--- config.mk ---
export PLATFORM = sky130hd
export DESIGN_NAME = can_text_command_to_frame_bytes
export DESIGN_NICKNAME = d
export VERILOG_FILES = /design/src/hw/rtl/cantx_pkg.sv /design/src/hw/rtl/can_text_command_to_frame_bytes.sv /design/src/hw/rtl/cantx_parser.sv /design/src/hw/rtl/cantx_emitter.sv
export SDC_FILE = /design/constraint.sdc
export NUM_CORES = 1
export LEC_CHECK = 0
export BUFFER_PORTS_ARGS = -buffer_cell sky130_fd_sc_hd__buf_2
export CAP_MARGIN = 20
export CORE_ASPECT_RATIO = 0.7
export CORE_MARGIN = 4
export CORE_UTILIZATION = 45
export CTS_CLUSTER_SIZE = 16
export DETAILED_ROUTE_END_ITERATION = 6
export SYNTH_ARGS = -nofsm -noshare
export SYNTH_HDL_FRONTEND = slang
export SYNTH_SLANG_ARGS = --single-unit
--- constraint.sdc ---
create_clock -name clk -period 8.1 [get_ports clk]
set_clock_uncertainty 0.05 [all_clocks]
set_input_delay 0.81 -clock clk [delete_from_list [all_inputs] [get_ports clk]]
set_output_delay 0.81 -clock clk [all_outputs]
set_load 0.005 [all_outputs]
--- src/hw/rtl/cantx_pkg.sv ---
// Shared types, character codes and helper functions for the CAN text
// command to transmit-buffer byte converter. No dependencies.
package cantx_pkg;

  // Largest number of data bytes a frame may carry.
  localparam int unsigned MAX_DATA_BYTES = 8;
  // Bytes of a transmit buffer ahead of the data: SIDH, SIDL, EID8, EID0, DLC.
  localparam int unsigned HEADER_BYTES = 5;
  localparam int unsigned FRAME_BYTES = HEADER_BYTES + MAX_DATA_BYTES;

  // Character codes used by the parser.
  localparam logic [7:0] CHAR_NUL   = 8'h00;
  localparam logic [7:0] CHAR_SPACE = 8'h20;
  localparam logic [7:0] CHAR_HASH  = 8'h23;
  localparam logic [7:0] CHAR_PLUS  = 8'h2B;
  localparam logic [7:0] CHAR_MINUS = 8'h2D;
  localparam logic [7:0] CHAR_ZERO  = 8'h30;
  localparam logic [7:0] CHAR_EIGHT = 8'h38;
  localparam logic [7:0] CHAR_UP_R  = 8'h52;
  localparam logic [7:0] CHAR_LOW_R = 8'h72;
  localparam logic [7:0] CHAR_UP_X  = 8'h58;
  localparam logic [7:0] CHAR_LOW_X = 8'h78;

  // Frame field constants.
  localparam logic [31:0] STD_ID_MAX  = 32'h0000_07FF;
  localparam logic [7:0]  RTR_FLAG    = 8'h40;

  // Result of decoding one hexadecimal digit.
  typedef struct packed {
    logic       ok;
    logic [3:0] val;
  } hex_t;

  // One complete frame handed from the parser to the byte sender.
  typedef struct packed {
    logic [FRAME_BYTES-1:0][7:0] bytes;
    logic [3:0]                  count;
  } frame_t;

  // Decode a hexadecimal digit of either case.
  function automatic hex_t hex_val(input logic [7:0] c);
    hex_t r;
    r.ok  = 1'b0;
    r.val = 4'd0;
    if (c inside {["0":"9"]}) begin
      r.ok  = 1'b1;
      r.val = c[3:0];
    end else if (c inside {["a":"f"], ["A":"F"]}) begin
      r.ok  = 1'b1;
      r.val = 4'(c[3:0] + 4'd9);
    end
    return r;
  endfunction

  // White space as the C library sees it.
  function automatic logic is_space(input logic [7:0] c);
    return (c == CHAR_SPACE) || (c inside {[8'd9:8'd13]});
  endfunction

  // Value of a two-character data pair under base-16 strtol rules.
  function automatic logic [7:0] pair_value(input logic [7:0] a, input logic [7:0] b);
    hex_t       ha;
    hex_t       hb;
    logic [7:0] r;
    ha = hex_val(a);
    hb = hex_val(b);
    r  = 8'd0;
    if (is_space(a) || (a == CHAR_PLUS)) begin
      r = hb.ok ? {4'd0, hb.val} : 8'd0;
    end else if (a == CHAR_MINUS) begin
      r = hb.ok ? 8'(8'd0 - {4'd0, hb.val}) : 8'd0;
    end else if (ha.ok) begin
      r = hb.ok ? {ha.val, hb.val} : {4'd0, ha.val};
    end
    return r;
  endfunction

endpackage

--- src/hw/rtl/can_text_command_to_frame_bytes.sv ---
// Top level of the CAN text command to transmit-buffer byte converter.
// Instantiates cantx_parser and cantx_emitter; uses cantx_pkg.
//
// Input channel (item_valid/item_ready): one character of a command line
// "ID#DATA" or "ID#R<n>" per transaction, with line_end set on the last one.
// Output channel (byte_valid/byte_ready): the transmit buffer bytes SIDH,
// SIDL, EID8, EID0, DLC and the data bytes, each with its offset in
// byte_index and frame_last on the final byte of the frame.
// Throughput: one character per cycle, save where a line end waits (below).
// A character that ends a line is parsed in the cycle it is accepted and
// its frame is loaded into the output buffer, so the first byte appears in
// the next cycle; a frame holds 5 to 13 bytes, sent one per transaction.
// The output buffer holds one frame. While it still holds unsent bytes,
// characters that do not end a line keep being accepted, and a character
// that ends a line waits until the last byte is taken; it may be accepted
// in the same cycle as that last byte, so frames follow with no gap.
// When the receiver stalls, the current byte holds and the buffer waits.
// Reset clears the parse state, the held EID bytes and the output buffer;
// the block is ready to accept a character as soon as reset is released.
module can_text_command_to_frame_bytes (
  input  logic       clk,
  input  logic       rst,
  input  logic [7:0] char_in,
  input  logic       line_end,
  input  logic       item_valid,
  output logic       item_ready,
  output logic [7:0] reg_byte,
  output logic [3:0] byte_index,
  output logic       frame_last,
  output logic       byte_valid,
  input  logic       byte_ready
);

  logic              accept;
  logic              frame_load;
  cantx_pkg::frame_t frame;

  // A line end needs the output buffer to be free or freeing in this cycle;
  // other characters always pass.
  assign item_ready = !byte_valid || !line_end || (byte_ready && frame_last);
  assign accept     = item_valid && item_ready;

  cantx_parser u_parser (
    .clk        (clk),
    .rst        (rst),
    .accept     (accept),
    .char_in    (char_in),
    .line_end   (line_end),
    .frame_load (frame_load),
    .frame      (frame)
  );

  cantx_emitter u_emitter (
    .clk        (clk),
    .rst        (rst),
    .load       (frame_load),
    .frame      (frame),
    .reg_byte   (reg_byte),
    .byte_index (byte_index),
    .frame_last (frame_last),
    .byte_valid (byte_valid),
    .byte_ready (byte_ready)
  );

endmodule

--- src/hw/rtl/cantx_parser.sv ---
// Character parser: keeps the per-line parse state and, on the final
// character of a line, assembles a full transmit frame. Uses cantx_pkg.
module cantx_parser (
  input  logic              clk,
  input  logic              rst,
  input  logic              accept,
  input  logic [7:0]        char_in,
  input  logic              line_end,
  output logic              frame_load,
  output cantx_pkg::frame_t frame
);

  // Parse phases.
  localparam logic [2:0] PH_LEAD   = 3'd0;
  localparam logic [2:0] PH_SIGNED = 3'd1;
  localparam logic [2:0] PH_ZERO   = 3'd2;
  localparam logic [2:0] PH_XSEEN  = 3'd3;
  localparam logic [2:0] PH_DIGITS = 3'd4;
  localparam logic [2:0] PH_STOP   = 3'd5;
  localparam logic [2:0] PH_DATA   = 3'd6;
  localparam logic [2:0] PH_RWAIT  = 3'd7;

  localparam int unsigned IDX_W = $clog2(cantx_pkg::MAX_DATA_BYTES > 1 ?
                                         cantx_pkg::MAX_DATA_BYTES : 2);

  // Parse state registers.
  logic [2:0]  phase;
  logic [31:0] id_accum;
  logic        id_negative;
  logic [2:0]  prefix_len;
  logic [7:0]  pair_first;
  logic        pair_pending;
  logic [3:0]  data_count;
  logic        remote_flag;
  logic [3:0]  remote_len;
  logic        halted;
  logic [7:0]  held_eid_high;
  logic [7:0]  held_eid_low;
  logic [7:0]  data_store [cantx_pkg::MAX_DATA_BYTES];

  logic [2:0]  phase_next;
  logic [31:0] id_accum_next;
  logic        id_negative_next;
  logic [2:0]  prefix_len_next;
  logic [7:0]  pair_first_next;
  logic        pair_pending_next;
  logic [3:0]  data_count_next;
  logic        remote_flag_next;
  logic [3:0]  remote_len_next;
  logic        halted_next;

  logic             store_we;
  logic [7:0]       store_byte;
  cantx_pkg::hex_t  digit;
  logic [31:0]      id_shifted;

  // Frame assembly signals.
  logic        emit;
  logic        ext;
  logic [31:0] id;
  logic [7:0]  eid_high;
  logic [7:0]  eid_low;
  logic [7:0]  data_next [cantx_pkg::MAX_DATA_BYTES];

  assign digit      = cantx_pkg::hex_val(char_in);
  assign store_byte = cantx_pkg::pair_value(pair_first, char_in);
  // Identifier accumulation saturates once a digit would shift a nonzero top nibble out.
  assign id_shifted = (id_accum[31:28] != 4'd0) ? '1 : {id_accum[27:0], digit.val};

  // Next parse state for the character at the input.
  always_comb begin
    phase_next        = phase;
    id_accum_next     = id_accum;
    id_negative_next  = id_negative;
    prefix_len_next   = prefix_len;
    pair_first_next   = pair_first;
    pair_pending_next = pair_pending;
    data_count_next   = data_count;
    remote_flag_next  = remote_flag;
    remote_len_next   = remote_len;
    halted_next       = halted;
    store_we          = 1'b0;
    if (!halted) begin
      if (char_in == cantx_pkg::CHAR_NUL) begin
        halted_next = 1'b1;
      end else if (phase == PH_RWAIT) begin
        if (char_in inside {[cantx_pkg::CHAR_ZERO:cantx_pkg::CHAR_EIGHT]}) begin
          remote_len_next = char_in[3:0];
        end
        halted_next = 1'b1;
      end else if (phase == PH_DATA) begin
        if (!pair_pending && (data_count == 4'd0) &&
            ((char_in == cantx_pkg::CHAR_LOW_R) || (char_in == cantx_pkg::CHAR_UP_R))) begin
          remote_flag_next = 1'b1;
          phase_next       = PH_RWAIT;
        end else if (data_count < 4'(cantx_pkg::MAX_DATA_BYTES)) begin
          if (!pair_pending) begin
            pair_first_next   = char_in;
            pair_pending_next = 1'b1;
          end else begin
            store_we          = 1'b1;
            data_count_next   = data_count + 4'd1;
            pair_pending_next = 1'b0;
          end
        end
      end else if (char_in == cantx_pkg::CHAR_HASH) begin
        phase_next = PH_DATA;
      end else begin
        if (prefix_len < 3'd4) begin
          prefix_len_next = prefix_len + 3'd1;
        end
        case (phase)
          PH_LEAD: begin
            if (cantx_pkg::is_space(char_in)) begin
              phase_next = PH_LEAD;
            end else if ((char_in == cantx_pkg::CHAR_PLUS) ||
                         (char_in == cantx_pkg::CHAR_MINUS)) begin
              id_negative_next = (char_in == cantx_pkg::CHAR_MINUS);
              phase_next       = PH_SIGNED;
            end else if (char_in == cantx_pkg::CHAR_ZERO) begin
              phase_next = PH_ZERO;
            end else if (digit.ok) begin
              id_accum_next = id_shifted;
              phase_next    = PH_DIGITS;
            end else begin
              phase_next = PH_STOP;
            end
          end
          PH_SIGNED: begin
            if (char_in == cantx_pkg::CHAR_ZERO) begin
              phase_next = PH_ZERO;
            end else if (digit.ok) begin
              id_accum_next = id_shifted;
              phase_next    = PH_DIGITS;
            end else begin
              phase_next = PH_STOP;
            end
          end
          PH_ZERO: begin
            if ((char_in == cantx_pkg::CHAR_LOW_X) || (char_in == cantx_pkg::CHAR_UP_X)) begin
              phase_next = PH_XSEEN;
            end else if (digit.ok) begin
              id_accum_next = id_shifted;
              phase_next    = PH_DIGITS;
            end else begin
              phase_next = PH_STOP;
            end
          end
          PH_XSEEN, PH_DIGITS: begin
            if (digit.ok) begin
              id_accum_next = id_shifted;
              phase_next    = PH_DIGITS;
            end else begin
              phase_next = PH_STOP;
            end
          end
          default: begin
            phase_next = phase;
          end
        endcase
      end
    end
  end

  // Data bytes as they stand after this character.
  always_comb begin
    for (int k = 0; k < cantx_pkg::MAX_DATA_BYTES; k++) begin
      data_next[k] = (store_we && (data_count[IDX_W-1:0] == IDX_W'(k))) ?
                     store_byte : data_store[k];
    end
  end

  // Frame assembly from the state left by the final character.
  assign emit = accept && line_end && (phase_next >= PH_DATA) && (prefix_len_next != 3'd0);
  assign id   = id_negative_next ? (32'd0 - id_accum_next) : id_accum_next;
  assign ext  = (prefix_len_next > 3'd3) ||
                (!id_negative_next && (id_accum_next > cantx_pkg::STD_ID_MAX));
  assign eid_high = ext ? id[15:8] : held_eid_high;
  assign eid_low  = ext ? id[7:0]  : held_eid_low;

  always_comb begin
    frame.bytes = '0;
    if (ext) begin
      frame.bytes[0] = id[28:21];
      frame.bytes[1] = {id[20:18], 1'b0, 1'b1, 1'b0, id[17:16]};
    end else begin
      frame.bytes[0] = id[10:3];
      frame.bytes[1] = {id[2:0], 5'd0};
    end
    frame.bytes[2] = eid_high;
    frame.bytes[3] = eid_low;
    if (remote_flag_next) begin
      frame.bytes[4] = {4'd0, remote_len_next} | cantx_pkg::RTR_FLAG;
      frame.count    = 4'(cantx_pkg::HEADER_BYTES);
    end else begin
      frame.bytes[4] = {4'd0, data_count_next};
      frame.count    = 4'(cantx_pkg::HEADER_BYTES) + data_count_next;
    end
    for (int k = 0; k < cantx_pkg::MAX_DATA_BYTES; k++) begin
      frame.bytes[cantx_pkg::HEADER_BYTES + k] = data_next[k];
    end
  end

  assign frame_load = emit;

  // Parse state update; everything but the held EID bytes clears at line end.
  always_ff @(posedge clk) begin
    if (rst) begin
      phase         <= PH_LEAD;
      id_accum      <= '0;
      id_negative   <= 1'b0;
      prefix_len    <= '0;
      pair_first    <= '0;
      pair_pending  <= 1'b0;
      data_count    <= '0;
      remote_flag   <= 1'b0;
      remote_len    <= '0;
      halted        <= 1'b0;
      held_eid_high <= '0;
      held_eid_low  <= '0;
    end else if (accept) begin
      if (line_end) begin
        phase        <= PH_LEAD;
        id_accum     <= '0;
        id_negative  <= 1'b0;
        prefix_len   <= '0;
        pair_first   <= '0;
        pair_pending <= 1'b0;
        data_count   <= '0;
        remote_flag  <= 1'b0;
        remote_len   <= '0;
        halted       <= 1'b0;
      end else begin
        phase        <= phase_next;
        id_accum     <= id_accum_next;
        id_negative  <= id_negative_next;
        prefix_len   <= prefix_len_next;
        pair_first   <= pair_first_next;
        pair_pending <= pair_pending_next;
        data_count   <= data_count_next;
        remote_flag  <= remote_flag_next;
        remote_len   <= remote_len_next;
        halted       <= halted_next;
      end
      if (emit && ext) begin
        held_eid_high <= id[15:8];
        held_eid_low  <= id[7:0];
      end
    end
  end

  // Data byte storage, written once per completed pair.
  always_ff @(posedge clk) begin
    if (accept && store_we) begin
      data_store[data_count[IDX_W-1:0]] <= store_byte;
    end
  end

endmodule

--- src/hw/rtl/cantx_emitter.sv ---
// Byte sender: holds one assembled frame and presents its bytes one per
// transaction on the output channel. Uses cantx_pkg.
module cantx_emitter (
  input  logic              clk,
  input  logic              rst,
  input  logic              load,
  input  cantx_pkg::frame_t frame,
  output logic [7:0]        reg_byte,
  output logic [3:0]        byte_index,
  output logic              frame_last,
  output logic              byte_valid,
  input  logic              byte_ready
);

  logic [cantx_pkg::FRAME_BYTES-1:0][7:0] frame_buf;
  logic [3:0] remaining;
  logic [3:0] index;

  // Frame buffer shifts toward the output on each accepted byte.
  always_ff @(posedge clk) begin
    if (rst) begin
      remaining <= '0;
      index     <= '0;
    end else if (load) begin
      remaining <= frame.count;
      index     <= '0;
    end else if (byte_valid && byte_ready) begin
      remaining <= remaining - 4'd1;
      index     <= index + 4'd1;
    end
  end

  always_ff @(posedge clk) begin
    if (load) begin
      frame_buf <= frame.bytes;
    end else if (byte_valid && byte_ready) begin
      frame_buf <= {8'd0, frame_buf[cantx_pkg::FRAME_BYTES-1:1]};
    end
  end

  assign byte_valid = (remaining != 4'd0);
  assign reg_byte   = frame_buf[0];
  assign byte_index = index;
  assign frame_last = (remaining == 4'd1);

endmodule
==> results of run 1 <==
-- worst paths after layout --
path	from	to	cells after the start
setup / recovery	char_in[0]	u_emitter.reg_byte[0]	14
hold / removal	u_parser.held_eid_low[6]	u_parser.held_eid_low[6]	2
hold reg to reg	u_parser.held_eid_low[6]	u_parser.held_eid_low[6]	2
setup reg to reg	u_parser.phase[1]	u_emitter.reg_byte[0]	11
-- sequential cells by signal, summed over array words and instances (netlist names), 8 cells and up --
register                cells
u_parser.held_eid_high      8
u_parser.pair_first         8
u_emitter.frame_buf        96
u_parser.held_eid_low       8
u_parser.id_accum          32
u_emitter.reg_byte          8
u_parser.data_store        64
-- routing by layer --
| layer | vias up | GRT usage | wire [µm] |
|---|---|---|---|
| met5 | - | 0 | 0 |
| met4 | 0 | 0.0322 | 469 |
| met3 | 37 | 0.0528 | 2910 |
| met2 | 378 | 0.268 | 13300 |
| met1 | 4924 | 0.361 | 18000 |
| li1 | 4946 | - | - |
-- metrics by stage --
stage	area [µm²]	utilization	worst slack, ns
floorplan	13100	-	1.82
global placement	13500	0.468	2.11
detailed placement	13500	0.469	2.15
CTS	14400	0.500	2.69
global route	14400	0.500	2.23
finish	14400	0.500	2.54
-- cell usage in the layout, fill, tap and decap left out, drive strengths merged, types with 12 or more instances in the layout --
cell and count:
edfxtp 168, clkbuf 27, buf 46, mux2i 53, and2 12, inv 30
nand2 169, ha 23, clkinv 13, nand3 25, o32a 13, a31oi 18
a21oi 117, nor2 149, o21ai 109, a22oi 40, nor3 51, xnor2 28
dfxtp 82
-- report_power, final --
group          switching (mW)  internal, mW
logic                   0.522         0.246
registers              0.0819          1.69
clock network           0.528         0.722
-- worst reg2reg max path, delay by kind of cell (launching register included) --
kind / cells / cell delay, ns
buffers and inverters: 1 / 0.32
AO/OA/AOI/OAI: 6 / 2.44
AND/OR/NAND/NOR: 4 / 1.65
flip-flops: 1 / 0.48
-- final cells by class --
type,instances,area [µm²],area share
sequential,250,6690,0.464
multi-input combinational,978,5980,0.415
clock buffer,27,654,0.0454
tap,378,473,0.0328
timing repair buffer,46,273,0.0189
clock inverter,21,235,0.0163
inverter,28,105,0.00730
-- logic make-up (layout without fill, tap and decap cells) --
| logic type | Yosys count | after routing | share of synthesized area |
|---|---|---|---|
| multiplexers | 57 | 57 | 0.0438 |
| AND/OR/NAND/NOR | 462 | 462 | 0.161 |
| buffers and inverters | 124 | 122 | 0.0415 |
| adder cells (fa/ha/maj) | 23 | 23 | 0.0219 |
| AO/OA/AOI/OAI | 398 | 398 | 0.197 |
| flip-flops | 250 | 250 | 0.509 |
| XOR/XNOR | 38 | 38 | 0.0253 |
==> impl_metrics.csv, run 1 <==
group,metric,value,unit
layout,fillerInstances,2630,
drt,post-route-drc-count,0,
drt,avgViaCountPerCell,5.95,
layout,nNetsFinal,1366,
logic_synthesis,synth-main-ff-cell,"sky130_fd_sc_hd__edfxtp_1",
setup_path,crit_path_max_incr_delay,0.70,ns
placed_design,place.port_buffers,27,
global_route,via_count_of_the_first_global_routing_pass,9045,
drt,wire_per_inst,20.1,µm
logic_synthesis,synthesized_area_per_cell,9.72,µm²
cts,cts_tree,"done",
logic_synthesis,post-synth-top-area-fraction,0.384,
timing,layout_min_cycle_time,5.56,ns
die,die_h,151,µm
setup_path,end_kind,"register",
global_route,grt_start_max_net_pins,103,
die,std_cell_rows,52,
timing,tightestPinTransition,1.19,ns
cts,clk_root_buffer_cell,"sky130_fd_sc_hd__clkbuf_16",
timing,drv_slew,0,
drt,drtIter0Drc,1129,
logic_synthesis,main_area_contributors_after_synthesis,"sky130_fd_sc_hd__edfxtp_1 (38%), sky130_fd_sc_hd__dfxtp_1 (12%), sky130_fd_sc_hd__nand2_1 (4.8%)",
drt,antenna_left,0,
setup_path,critical-path-top-delay-family,"compound AO/OA/AOI/OAI gates",
timing,rsz0062_at_grt,"false",
cts,cts_max_level,1,
drt,via_total_after_detailed_routing,10300,
setup_path,critical_path_cell_sequence,"buf_2 -> inv_1 -> ha_1 -> mux2_2 -> a311oi_4 -> o21a_4 -> nand2_1 -> a221oi_2 -> nand4_1 -> nor4_2 -> a41oi_4 -> buf_4 -> and2_1 -> a221o_1",
cts,cts_made_buffers,26,
die,initial_utilization,0.456,
timing,setup_violations,0,
logic_synthesis,synth.ff_latch_count,250,
worst_hold_path,timing.hold.worst.class,"reg -> reg",
setup_path,timing.critical_path.buf_inv,3,
power,power_per_cell_area,263,mW/mm²
logic_synthesis,synth-async-reset-ratio,0,
timing,hold_viol_final,0,
logic_synthesis,post_synth_inst_count,1352,
drt,drt_pre_antenna_iters,5,
cts,cts-root-to-sink-buffers,3,
layout,antenna_cells_inserted,0,
die,die_area,0.0320,mm²
status,run_status,"complete, no violations",
timing,clock.fmax,180,MHz
logic_synthesis,synth.net_count,1388,
drt,routed_wl,34700,µm
setup_path,worstPathRequired,8.33,ns
layout,flow.area_growth_from_synthesis,9.59,%
power,leakagePower,5.32,nW
setup_path,startpoint_kind_of_the_worst_setup_timing_path,"input pin",
setup_path,timing.critical_path.slowest_stage_cell,"sky130_fd_sc_hd__a221oi_2",
timing,hold_slack,0.403,ns
placed_design,numPlacedInstances,1680,
placed_design,routability_congestion_estimate,0.905,
cts,cts_post_setup_buffers_inserted,0,
timing,final.period_utilization,0.686,
setup_path,worstPathMaxFanout,30,
layout,post_layout_nonfiller_instances,1728,
layout,drive_gt1_frac,0.0941,
logic_synthesis,number_of_enable_flip_flop_cells_after_synthesis,168,
power,total_power,3.78,mW
power,maximum_resistive_drop_on_vdd,0.170,mV
die,floorplan.io_pins,28,
placed_design,dpl.hpwl,23400,µm
job,drv_cap,0,
setup_path,cp.arrival,5.78,ns
setup_path,regToRegSetupSlack,2.90,ns
timing,slew_headroom,0.188,
logic_synthesis,synth-warning-count,0,
cts,clkSinkCount,250,
global_route,grt_antenna_before_repair,0,
cts,hold_buffers,0,
timing,tns,0,ns
global_route,gr-total-overflow,0,
setup_path,timing_worst_setup_path_type,"in -> reg",
logic_synthesis,mappedNetlistArea,0.0131,mm²
cts,post_cts_resize_count,0,
die,placeableCoreArea,0.0288,mm²
cts,worst_skew_pair.late_latency,0.54,ns
logic_synthesis,synth.cells.most_frequent,"sky130_fd_sc_hd__edfxtp_1 (168), sky130_fd_sc_hd__nand2_1 (168), sky130_fd_sc_hd__nor2_1 (148), sky130_fd_sc_hd__a21oi_1 (116), sky130_fd_sc_hd__o21ai_0 (88)",
global_route,grt_use_total,0.213,
cts,path_clk_slew,0.06,ns
logic_synthesis,yosys.cell_types.count,87,
global_route,grt_pass1_wl,54100,µm
die,die-width,212,µm
logic_synthesis,synth_sequential_area_ratio,0.509,
logic_synthesis,yosysTopAreaCell,"sky130_fd_sc_hd__edfxtp_1",
Power figures use the tool's default switching activity.
==> run 2, diff against run 1 <==
- ABC_AREA: not set -> 1
- clock period: 8.1 -> 5.5 ns (I/O delays scaled with it)
==> run 2 against run 1 <==
Compared with the run above:
- hold slack got worse by 0.16 ns
- final cell count rose by 28%
- worst setup slack got worse by 1.3 ns
- largest cell class unchanged
- highest routed layer unchanged
==> impl_metrics.csv, run 2 <==
group,metric,value,unit
power,leakagePower,6.42,nW
power,maximum_resistive_drop_on_vdd,0.203,mV
cts,cts_post_setup_buffers_inserted,0,
setup_path,startpoint_kind_of_the_worst_setup_timing_path,"input pin",
cts,cts_tree,"done",
setup_path,timing_worst_setup_path_type,"in -> reg",
timing,setup_violations,0,
logic_synthesis,synth_sequential_area_ratio,0.482,
setup_path,reg2reg_depth,18,
placed_design,post_dp_cell_area,0.0144,mm²
power,total_power,5.55,mW
cts,clkSinkCount,250,
global_route,gr-total-overflow,0,
global_route,via_count_of_the_first_global_routing_pass,10700,
placed_design,dpl.hpwl,27800,µm
timing,drv_slew,0,
worst_hold_path,min_delay_path_depth,3,
cts,cts-root-to-sink-buffers,3,
layout,finish.utilization,0.503,
placed_design,routability_congestion_estimate,0.935,
timing,tns,0,ns
setup_path,regToRegSetupSlack,1.35,ns
logic_synthesis,synth-warning-count,0,
drt,wire_per_inst,17.6,µm
layout,final_cell_mix,"sky130_fd_sc_hd__nand2_1 (545), sky130_fd_sc_hd__nor2_1 (198), sky130_fd_sc_hd__edfxtp_1 (168)",
die,floorplan.io_pins,28,
drt,drt_pre_antenna_iters,5,
layout,nNetsFinal,1820,
layout,layout_commonest_cell,"sky130_fd_sc_hd__nand2_1",
worst_hold_path,timing.hold.worst.class,"in -> reg",
logic_synthesis,post_synth_inst_count,1784,
logic_synthesis,yosys.cell_types.count,53,
worst_hold_path,min-delay-start,"char_in[7]",
global_route,grt_pass1_wl,61700,µm
placed_design,place.port_buffers,27,
die,die-width,218,µm
logic_synthesis,mappedNetlistArea,0.0139,mm²
drt,drtIter0Drc,1272,
status,run_status,"complete, no violations",
cts,path_clk_slew,0.06,ns
logic_synthesis,synth.net_count,1820,
die,die_area,0.0338,mm²
power,power_per_cell_area,364,mW/mm²
layout,flow.area_growth_from_synthesis,9.69,%
layout,drive_gt1_frac,0.0915,
cts,worst_skew_pair.late_latency,0.55,ns
logic_synthesis,main_area_contributors_after_synthesis,"sky130_fd_sc_hd__edfxtp_1 (36%), sky130_fd_sc_hd__nand2_1 (15%), sky130_fd_sc_hd__dfxtp_1 (12%)",
setup_path,critical_path.reg2reg.startpoint,"u_parser.phase[0]",
setup_path,worstPathRequired,5.74,ns
layout,antenna_cells_inserted,0,
timing,hold_viol_final,0,
setup_path,reg2reg_to,"u_parser.held_eid_high[7]",
global_route,grt_start_max_net_pins,70,
timing,layout_min_cycle_time,4.26,ns
logic_synthesis,synth-main-ff-cell,"sky130_fd_sc_hd__edfxtp_1",
layout,top_register,"u_emitter.frame_buf",
drt,routed_wl,38900,µm
logic_synthesis,number_of_enable_flip_flop_cells_after_synthesis,168,
timing,rsz0062_at_grt,"false",
die,std_cell_rows,53,
drt,via_total_after_detailed_routing,11900,
timing,final.period_utilization,0.774,
logic_synthesis,synth.ff_latch_count,250,
die,die_h,155,µm
cts,post_cts_resize_count,0,
job,drv_cap,0,
global_route,grt_use_total,0.230,
logic_synthesis,post-synth-top-area-fraction,0.363,
cts,hold_buffers,0,
cts,cts_made_buffers,26,
die,initial_utilization,0.459,
cts,cts_max_level,1,
drt,avgViaCountPerCell,5.36,
cts,clk_root_buffer_cell,"sky130_fd_sc_hd__clkbuf_16",
global_route,grt_antenna_before_repair,0,
logic_synthesis,yosysTopAreaCell,"sky130_fd_sc_hd__edfxtp_1",
layout,layout_cell_area_excl_fill,0.0152,mm²
timing,slew_headroom,0.341,
logic_synthesis,synth-async-reset-ratio,0,
layout,largest_register_ff_count,96,
timing,clock.fmax,235,MHz
setup_path,worstPathMaxFanout,23,
setup_path,cp.arrival,4.50,ns
logic_synthesis,synthesized_area_per_cell,7.78,µm²
drt,antenna_left,0,
drt,post-route-drc-count,0,
worst_hold_path,min_to,"u_parser.pair_first[7]",
logic_synthesis,synth.cells.most_frequent,"sky130_fd_sc_hd__nand2_1 (548), sky130_fd_sc_hd__nor2_1 (199), sky130_fd_sc_hd__edfxtp_1 (168), sky130_fd_sc_hd__o21ai_0 (150), sky130_fd_sc_hd__inv_1 (143)",
setup_path,end_kind,"register",
timing,tightestPinTransition,0.988,ns
logic_synthesis,synthMostInstantiatedCell,"sky130_fd_sc_hd__nand2_1",
die,placeableCoreArea,0.0302,mm²
[run 2: cells by family after synthesis]
| family | Yosys count | share of synthesized area |
|---|---|---|
| buffers and inverters | 238 | 0.0727 |
| XOR/XNOR | 18 | 0.0114 |
| AND/OR/NAND/NOR | 928 | 0.287 |
| adder cells (fa/ha/maj) | 23 | 0.0207 |
| AO/OA/AOI/OAI | 326 | 0.125 |
| multiplexers | 1 | 0.000721 |
| flip-flops | 250 | 0.482 |
[run 2: routing by layer]
metal,vias to the layer above,global-route usage,part of all wire
li1,5894,-,-
met3,38,0.0597,0.096
met2,424,0.289,0.37
met5,-,0,0
met1,5526,0.390,0.52
met4,0,0.0355,0.014
[run 2: worst max path at each step]
stage                     slack, ns                     end       start  cells after the start
final                          1.24  u_emitter.frame_buf[8]  char_in[1]                     21
after global routing           0.83  u_emitter.frame_buf[8]  char_in[1]                     21
after CTS                      1.34  u_emitter.frame_buf[8]  char_in[1]                     21
after detailed placement       0.79  u_emitter.frame_buf[8]  char_in[1]                     21
after global placement         0.90  u_emitter.frame_buf[8]  char_in[0]                     21
after floorplan                0.37  u_emitter.remaining[1]  char_in[0]                     17
[run 2: cell type report]
| cell class | count | area [µm²] |
|---|---|---|
| clock buffer | 29 | 662 |
| sequential | 250 | 6690 |
| inverter | 161 | 608 |
| timing repair buffer | 49 | 338 |
| multi-input combinational | 1296 | 6210 |
| tap | 412 | 515 |
| clock inverter | 18 | 203 |
| fill | 2991 | 15000 |
[run 2: worst max-delay path, stage by stage]
cell and delay, ns:
sky130_fd_sc_hd__buf_2 0.14, sky130_fd_sc_hd__inv_1 0.18, sky130_fd_sc_hd__ha_1 0.19, sky130_fd_sc_hd__inv_1 0.09, sky130_fd_sc_hd__nor2_1 0.15, sky130_fd_sc_hd__o21ai_1 0.11
sky130_fd_sc_hd__nand4_1 0.13, sky130_fd_sc_hd__nand2_1 0.37, sky130_fd_sc_hd__nand2_1 0.23, sky130_fd_sc_hd__nand2_2 0.32, sky130_fd_sc_hd__a21oi_1 0.40, sky130_fd_sc_hd__ha_1 0.24
sky130_fd_sc_hd__nand3_1 0.11, sky130_fd_sc_hd__nor2_1 0.19, sky130_fd_sc_hd__nand3_1 0.15, sky130_fd_sc_hd__nor2_2 0.17, sky130_fd_sc_hd__nand2_1 0.08, sky130_fd_sc_hd__nand2_2 0.17
sky130_fd_sc_hd__nand2_1 0.11, sky130_fd_sc_hd__xnor2_1 0.27, sky130_fd_sc_hd__o21ai_0 0.12
[run 2: power by group]
group	leakage [nW]	internal, mW	switching (mW)	total (mW)
registers	2.22	2.40	0.0971	2.50
clock network	0.421	1.06	0.760	1.82
logic	3.79	0.362	0.869	1.23
[run 2: per-stage QoR]
stage / hold slack [ns] / instances / setup WS, ns
global route: 0.238 / 2215 / 0.830
CTS: 0.227 / 2215 / 1.34
global placement: 0.401 / 2168 / 0.896
detailed placement: 0.402 / 2168 / 0.789
finish: 0.247 / 2215 / 1.24
floorplan: 0.381 / 1784 / 0.375
